File: config.mk
export PLATFORM = sky130hd
export DESIGN_NAME = tscal_div
export DESIGN_NICKNAME = d
export VERILOG_FILES = /design/src/sv/tscal_pkg.sv /design/src/sv/tscal_div.sv
export SDC_FILE = /design/constraint.sdc
export NUM_CORES = 1
export LEC_CHECK = 0
export BUFFER_PORTS_ARGS = -buffer_cell sky130_fd_sc_hd__buf_4
export CAP_MARGIN = 10
export CORE_MARGIN = 2
export CORE_UTILIZATION = 24
export CTS_BUF_LIST = sky130_fd_sc_hd__clkbuf_4 sky130_fd_sc_hd__clkbuf_8 sky130_fd_sc_hd__clkbuf_16
export DETAILED_ROUTE_END_ITERATION = 7
export PLACE_DENSITY = 0.36
export RECOVER_POWER = 100
export REMOVE_ABC_BUFFERS = 1
export SLEW_MARGIN = 15
export SYNTH_ARGS = -nofsm -noshare
export SYNTH_HDL_FRONTEND = slang
export SYNTH_SLANG_ARGS = --single-unit
File: constraint.sdc
create_clock -name clk -period 8 [get_ports clk]
set_input_delay 1.2 -clock clk [delete_from_list [all_inputs] [get_ports clk]]
set_output_delay 1.2 -clock clk [all_outputs]
set_load 0.01 [all_outputs]
File: src/sv/tscal_pkg.sv
// Shared types, register codes and reset values for the touch calibration unit.
package tscal_pkg;

  localparam int unsigned PIX_W      = 12;
  localparam int unsigned REPLY_W    = 16;
  localparam int unsigned PROD_W     = 2 * PIX_W;
  localparam int unsigned DIV_BITS   = 3;

  // point status codes
  localparam logic [1:0] ST_VALID       = 2'd0;
  localparam logic [1:0] ST_NOT_PRESSED = 2'd1;
  localparam logic [1:0] ST_PEN_LIFTED  = 2'd2;

  typedef enum logic [2:0] {
    REG_USE_PEN_IRQ     = 3'd0,
    REG_TOUCH_THRESHOLD = 3'd1,
    REG_X_RAW_MIN       = 3'd2,
    REG_X_RAW_MAX       = 3'd3,
    REG_Y_RAW_MIN       = 3'd4,
    REG_Y_RAW_MAX       = 3'd5,
    REG_X_LAST_PIXEL    = 3'd6,
    REG_Y_LAST_PIXEL    = 3'd7
  } cfg_reg_e;

  localparam logic             RST_USE_PEN_IRQ  = 1'b1;
  localparam logic [PIX_W-1:0] RST_THRESHOLD    = 12'd200;
  localparam logic [PIX_W-1:0] RST_X_RAW_MIN    = 12'd200;
  localparam logic [PIX_W-1:0] RST_X_RAW_MAX    = 12'd3900;
  localparam logic [PIX_W-1:0] RST_Y_RAW_MIN    = 12'd300;
  localparam logic [PIX_W-1:0] RST_Y_RAW_MAX    = 12'd3800;
  localparam logic [PIX_W-1:0] RST_X_LAST_PIXEL = 12'd319;
  localparam logic [PIX_W-1:0] RST_Y_LAST_PIXEL = 12'd239;

  typedef struct packed {
    logic               pen_irq_level;
    logic [REPLY_W-1:0] probe_reply;
    logic [REPLY_W-1:0] x_reply_0;
    logic [REPLY_W-1:0] x_reply_1;
    logic [REPLY_W-1:0] x_reply_2;
    logic [REPLY_W-1:0] x_reply_3;
    logic [REPLY_W-1:0] y_reply_0;
    logic [REPLY_W-1:0] y_reply_1;
    logic [REPLY_W-1:0] y_reply_2;
    logic [REPLY_W-1:0] y_reply_3;
  } sample_t;

  typedef struct packed {
    logic [1:0]       point_status;
    logic [PIX_W-1:0] x_pixel;
    logic [PIX_W-1:0] y_pixel;
  } point_t;

  typedef struct packed {
    logic [2:0]       index;
    logic [PIX_W-1:0] value;
  } cfg_wr_t;

  // outcome known before the divide: status and clamp overrides
  typedef struct packed {
    logic [1:0]       status;
    logic             x_force;
    logic [PIX_W-1:0] x_fval;
    logic             y_force;
    logic [PIX_W-1:0] y_fval;
  } side_t;

  typedef struct packed {
    logic [PROD_W-1:0] num_x;
    logic [PIX_W-1:0]  den_x;
    logic [PROD_W-1:0] num_y;
    logic [PIX_W-1:0]  den_y;
    side_t             side;
  } div_req_t;

endpackage

File: src/sv/tscal_div.sv
// Pipelined restoring divider for both axes, DivBits quotient bits per stage.
module tscal_div #(
  parameter int unsigned DivBits = tscal_pkg::DIV_BITS
) (
  input  logic                clk,
  input  logic                rst,
  input  logic                in_valid,
  output logic                in_ready,
  input  tscal_pkg::div_req_t in_data,
  output logic                out_valid,
  input  logic                out_ready,
  output tscal_pkg::point_t   out_data
);

  localparam int unsigned QuoW   = tscal_pkg::PIX_W;
  localparam int unsigned Stages = (QuoW + DivBits - 1) / DivBits;

  typedef struct packed {
    logic [QuoW-1:0]  rem_x;
    logic [QuoW-1:0]  work_x;
    logic [QuoW-1:0]  den_x;
    logic [QuoW-1:0]  rem_y;
    logic [QuoW-1:0]  work_y;
    logic [QuoW-1:0]  den_y;
    tscal_pkg::side_t side;
  } stage_t;

  // one long-division step: work shifts out dividend bits, shifts in quotient bits
  function automatic logic [2*QuoW-1:0] div_step(logic [QuoW-1:0] rem,
                                                 logic [QuoW-1:0] work,
                                                 logic [QuoW-1:0] den);
    logic [QuoW:0]   trial;
    logic            qbit;
    logic [QuoW-1:0] rem_n;
    trial = {rem, work[QuoW-1]};
    qbit  = (trial >= {1'b0, den});
    rem_n = qbit ? QuoW'(trial - {1'b0, den}) : trial[QuoW-1:0];
    return {rem_n, work[QuoW-2:0], qbit};
  endfunction

  stage_t st   [Stages];
  stage_t nxt  [Stages];
  logic   vld  [Stages];
  logic   rdy  [Stages];
  stage_t init;

  // quotient is below 2^QuoW, so the upper half starts as the remainder
  always_comb begin
    init.rem_x  = in_data.num_x[tscal_pkg::PROD_W-1:QuoW];
    init.work_x = in_data.num_x[QuoW-1:0];
    init.den_x  = in_data.den_x;
    init.rem_y  = in_data.num_y[tscal_pkg::PROD_W-1:QuoW];
    init.work_y = in_data.num_y[QuoW-1:0];
    init.den_y  = in_data.den_y;
    init.side   = in_data.side;
  end

  for (genvar s = 0; s < Stages; s++) begin : g_stage
    stage_t src;
    logic   vin;
    logic   rdy_down;

    if (s == 0) begin : g_first
      assign src = init;
      assign vin = in_valid;
    end else begin : g_rest
      assign src = st[s-1];
      assign vin = vld[s-1];
    end

    if (s == Stages - 1) begin : g_last
      assign rdy_down = out_ready;
    end else begin : g_mid
      assign rdy_down = rdy[s+1];
    end

    assign rdy[s] = !vld[s] || rdy_down;

    always_comb begin
      nxt[s] = src;
      for (int k = 0; k < DivBits; k++) begin
        if (s * DivBits + k < QuoW) begin
          {nxt[s].rem_x, nxt[s].work_x} = div_step(nxt[s].rem_x, nxt[s].work_x, nxt[s].den_x);
          {nxt[s].rem_y, nxt[s].work_y} = div_step(nxt[s].rem_y, nxt[s].work_y, nxt[s].den_y);
        end
      end
    end

    always_ff @(posedge clk) begin
      if (rst) begin
        vld[s] <= 1'b0;
      end else if (rdy[s]) begin
        vld[s] <= vin;
      end
    end

    always_ff @(posedge clk) begin
      if (rdy[s] && vin) begin
        st[s] <= nxt[s];
      end
    end
  end

  assign in_ready  = rdy[0];
  assign out_valid = vld[Stages-1];

  always_comb begin
    out_data.point_status = st[Stages-1].side.status;
    out_data.x_pixel = st[Stages-1].side.x_force ? st[Stages-1].side.x_fval
                                                 : st[Stages-1].work_x;
    out_data.y_pixel = st[Stages-1].side.y_force ? st[Stages-1].side.y_fval
                                                 : st[Stages-1].work_y;
  end

endmodule

-- Word level (Yosys, flattened, before mapping)
Memory sizes are Yosys's and may differ from the RTL's.
Cells that the tools add are included.
- register bits: 0
- memories: 2
- bits of input ports: 104
- bits in writable memories: 404
- reduce and logical (&&, ||, !) cells: 12
- bitwise operators: 4
- multiplexer cells: 52
- add/subtract/negate cells: 24
- $lt $le $gt $ge: 24
- memory list (memory ; depth ; width ; read ports ; clocked after memory_dff ; write ports ; line ; text):
    st ; 4 ; 100 ; 4 ; 0 ; 4 ; tscal_div.sv:41 ; stage_t st [Stages];
    vld ; 4 ; 1 ; 4 ; 0 ; 4 ; tscal_div.sv:43 ; logic vld [Stages];
- operators by type and width (kind ; count):
    13-bit by 12-bit >= comparator with 1-bit output ; 24
    12-bit 2-to-1 mux ; 26
    12-bit subtractor ; 24
    1-bit 2-to-1 mux ; 26
    1-bit logical AND ; 4
    1-bit zero test ; 4
    1-bit logical OR ; 4
    1-bit bitwise OR ; 4

-- Longest topological paths before layout
- word-level depth: 9
- mapped depth: 36
- depth with buffers taken out: 33

-- Worst setup path after synthesis
No wires, ideal clock.
- path type: input -> register
- start: input port in_data[70] in the netlist's numbering
- end: memory st[0][92] in the netlist's numbering, data pin
- setup slack: -0.107 ns
- data required time: 7.739 ns
- buffers on the path: 5
- stages: 35
- data arrival time: 7.846 ns
- library setup time: 0.261 ns
- cell sequence: inv_1 > ha_1 > a21o_1 > a21o_1 > a21oi_1 > a21oi_1 > nor2_1 > buf_1 > clkbuf_1 > a211oi_1 > a21oi_1 > inv_1 > ha_1 > o21a_1 > o21ai_0 > a21oi_1 > o21ai_0 > a21oi_1 > a211o_1 > nor2_1 > buf_1 > o21ai_0 > ha_1 > nor2b_1 > o21ai_0 > a21oi_1 > o41ai_1 > a21oi_1 > a22oi_1 > o21a_1 > clkbuf_1 > nand2b_1 > buf_2 > inv_2 > a221o_1
- RTL lines (element ; line ; text):
    start: declaration ; tscal_div.sv:9 ; input tscal_pkg::div_req_t in_data,
    end: declaration ; tscal_div.sv:41 ;

==> summary.md <==
| Metric | Value |
|---|---|
| Via count | 19354 |
| Fillers | 11241 |
| Worst Path Max Fanout | 13 |
| Clk sinks | 356 |
| Routed Antenna Nets | 0 |
| Initial DRC count | 778 |
| Initial Util | 24.1% |
| Final setup viols | 0 |
| I/O pin total | 132 |
| Num CTS Buffers | 47 |
| CP arrival | 7.93 ns |
| Root buffer cell | clkbuf_16 |
| Vias per std cell | 4.63 |
| Number of global-route vias before repair | 20294 |
| Register area share after synthesis | 40.9% |
| Fin. max-slew vios | 263 |
| CP Class | reg2reg |
| Max_slew headroom | -151% |
| Ys async rst share | 0% |
| Layout Nets | 3145 |
| DRC violation count after routing | 0 |
| I/O Buffers | 131 |
| Synthesized instance count | 2495 |
| Clk_lat worst skew | 0.61 ns |
| Slowest stage delay, CP | 0.49 ns |
| Worst hold slack | 0.414 ns |
| Share of layout cells above drive strength 1 | 14.3% |
| Fin cells | 4177 |
| Worst Hold Path Cells | 0 |
| Number of distinct library cells after synthesis | 75 |
| Prevailing post-synth register cell | edfxtp_1 |
| Reg2reg path depth | 29 |
| Final WL | 73.3 mm |
| Largest net degree at the start of global routing | 55 |
| Post-route setup slack | 0.408 ns |
| Post-synthesis cell area | 26200 sq um |
| CTS tree | done |
| First-pass GRT wire length | 114 mm |
| Post-synth EDFFs | 356 |
| Setup WS pre-CTS | 0.0370 ns |
| Final Hold Viols | 0 |
| Die W | 334 um |
| Status | finished, violations left |
| RePlAce Congestion | 0.844 |
| Pre-Repair DR Iteration Count | 5 |
| Core footprint | 108000 sq um |
| Initial antenna violation count | 1 |
| Synthesis-to-finish area growth | 17.4% |
| All-Layer GR Usage | 12.9% |
| Critical path required time | 8.34 ns |
| HPWL after DPL | 58.5 mm |
| FF+latch count, synth | 356 |
| Ys Warns | 0 |
| Fmax | 0.132 GHz |
| DR WL/cell | 17.5 um |
| Final min period | 7.59 ns |
| Final Cycle Share | 94.9% |
| Most common cell after layout, fill and taps aside | edfxtp_1 |
| H-tree depth | 2 |
| Worst slew pin tran | 3.77 ns |
| Clk_skew | 0.0240 ns |
| Worst setup SP type | flip-flop |
| Max-Cap Viols | 6 |
| Syn_area_per_cell | 10.5 sq um |
| Hold Path Class | reg2reg |
| Cell count after placement | 4093 |
| CTS Buffer Depth | 3 |
| RSZ-0062 raised after global routing | false |
| Die H | 334 um |
| Finished Core Util | 28.3% |
| Most frequent cells in the layout | edfxtp_1, ha_1, inv_1, a21oi_1, nor2_1 |
| Setup crit end kind | flip-flop |
| Failing checks | capacitance limit, slew limit |
| Clock slew at reported path FFs | 0.06 ns |
| Most used cell, CP | o21ai_0 |
| Total die area | 112000 sq um |
| Total grt overflow | 0 |
| Row cnt | 121 |
| Crit path max-delay cell type | edfxtp_1 |
sequential cells by signal, summed over array words and instances (netlist names):
| signal | cells |
|---|---|
| st | 352 |
| vld | 4 |
per-stage QoR:
stage                     cell area (sq um)  setup TNS [ns]
after floorplan                       26000           -2.20
after global placement                29400               0
after detailed placement              29400               0
after CTS                             31000               0
after global routing                  30700               0
final                                 30700               0
layout make-up:
type                       instances  area [sq um]  share of cell area, %
tap                             1414          1770                   5.76
timing repair buffer             221          1440                   4.70
sequential                       356         10700                   34.8
multi-input combinational       1868         14400                   46.9
antenna                            1          2.50                0.00815
clock buffer                      57          1290                   4.19
inverter                         237           890                   2.90
clock inverter                    23           225                  0.733
Yosys cell counts (5+ instances only):
cell	instances	area (sq um)
edfxtp_1	356	10700
ha_1	288	3600
inv_1	235	882
a21oi_1	178	891
nor2_1	163	612
nand2_1	144	541
mux2_2	139	1570
o21ai_0	136	681
xnor2_1	130	1140
a21o_1	65	488
nor3_1	51	255
nor2b_1	48	300
o21a_1	42	315
xor2_1	42	368
nand3_1	41	205
mux2i_1	35	350
nand4_1	33	206
nand2b_1	27	169
o21bai_1	25	188
o31ai_1	25	188
fa_1	22	440
clkbuf_1	21	78.8
a211oi_1	18	135
a21boi_0	16	120
o31a_1	13	114
or2_2	13	81.3
a31oi_1	12	75.1
nor4_1	12	75.1
and3_1	11	68.8
o221ai_1	9	78.8
o22ai_1	9	56.3
mux2_4	8	120
o2111ai_1	8	70.1
o211ai_1	8	60.1
or3_1	8	50.1
a2111oi_0	7	61.3
and2_1	7	43.8
and4_1	7	61.3
a221oi_1	6	52.6
buf_1	6	22.5
nand3b_1	5	37.5
timing repair:
item | CTS | global route
setup buffers | 0 | 3
setup endpoints to repair | 0 | 21
gates resized for setup | 0 | 2
hold buffers | 0 | 0
hold endpoints to repair | 0 | 0
worst max-delay path: cells and delay by family, from the launching register on:
kind                       cells  cell delay [ns]
AOI/OAI and AO/OA             17             3.97
adders and majority gates      3             0.97
buffers and inverters          6             1.18
DFF                            1             0.49
muxes                          1             0.37
and+or+nand+nor                2             0.30
final timing paths:
check / from / endpoint / slack [ns]
worst max-delay path: st[0][65]$_DFFE_PP_ / st[1][94]$_DFFE_PP_ / 0.41
worst min-delay path: st[1][45]$_DFFE_PP_ / st[2][48]$_DFFE_PP_ / 0.41
worst max register to register: st[0][65]$_DFFE_PP_ / st[1][94]$_DFFE_PP_ / 0.41
worst min register to register: st[1][45]$_DFFE_PP_ / st[2][48]$_DFFE_PP_ / 0.41
logic make-up after synthesis:
family | after synthesis | synth area share [%]
adder cells (fa/ha/maj) | 310 | 15.5
XOR/XNOR | 172 | 5.76
multiplexers | 182 | 7.78
flip-flops | 356 | 40.9
AND/OR/NAND/NOR | 582 | 10.8
buffers and inverters | 271 | 3.99
AO/OA/AOI/OAI | 622 | 15.4
per-layer routing:
metal	track usage [%]	up-vias	share of wire (%)
li1	-	9723	-
met1	16.5	9261	46
met2	22.7	271	48
met3	1.64	99	2.8
met4	3.86	0	3.0
met5	0	-	0
Power is left out: the tool's default activity adds up to more than one toggle a clock period on the data nets, which glitch-free logic cannot reach.
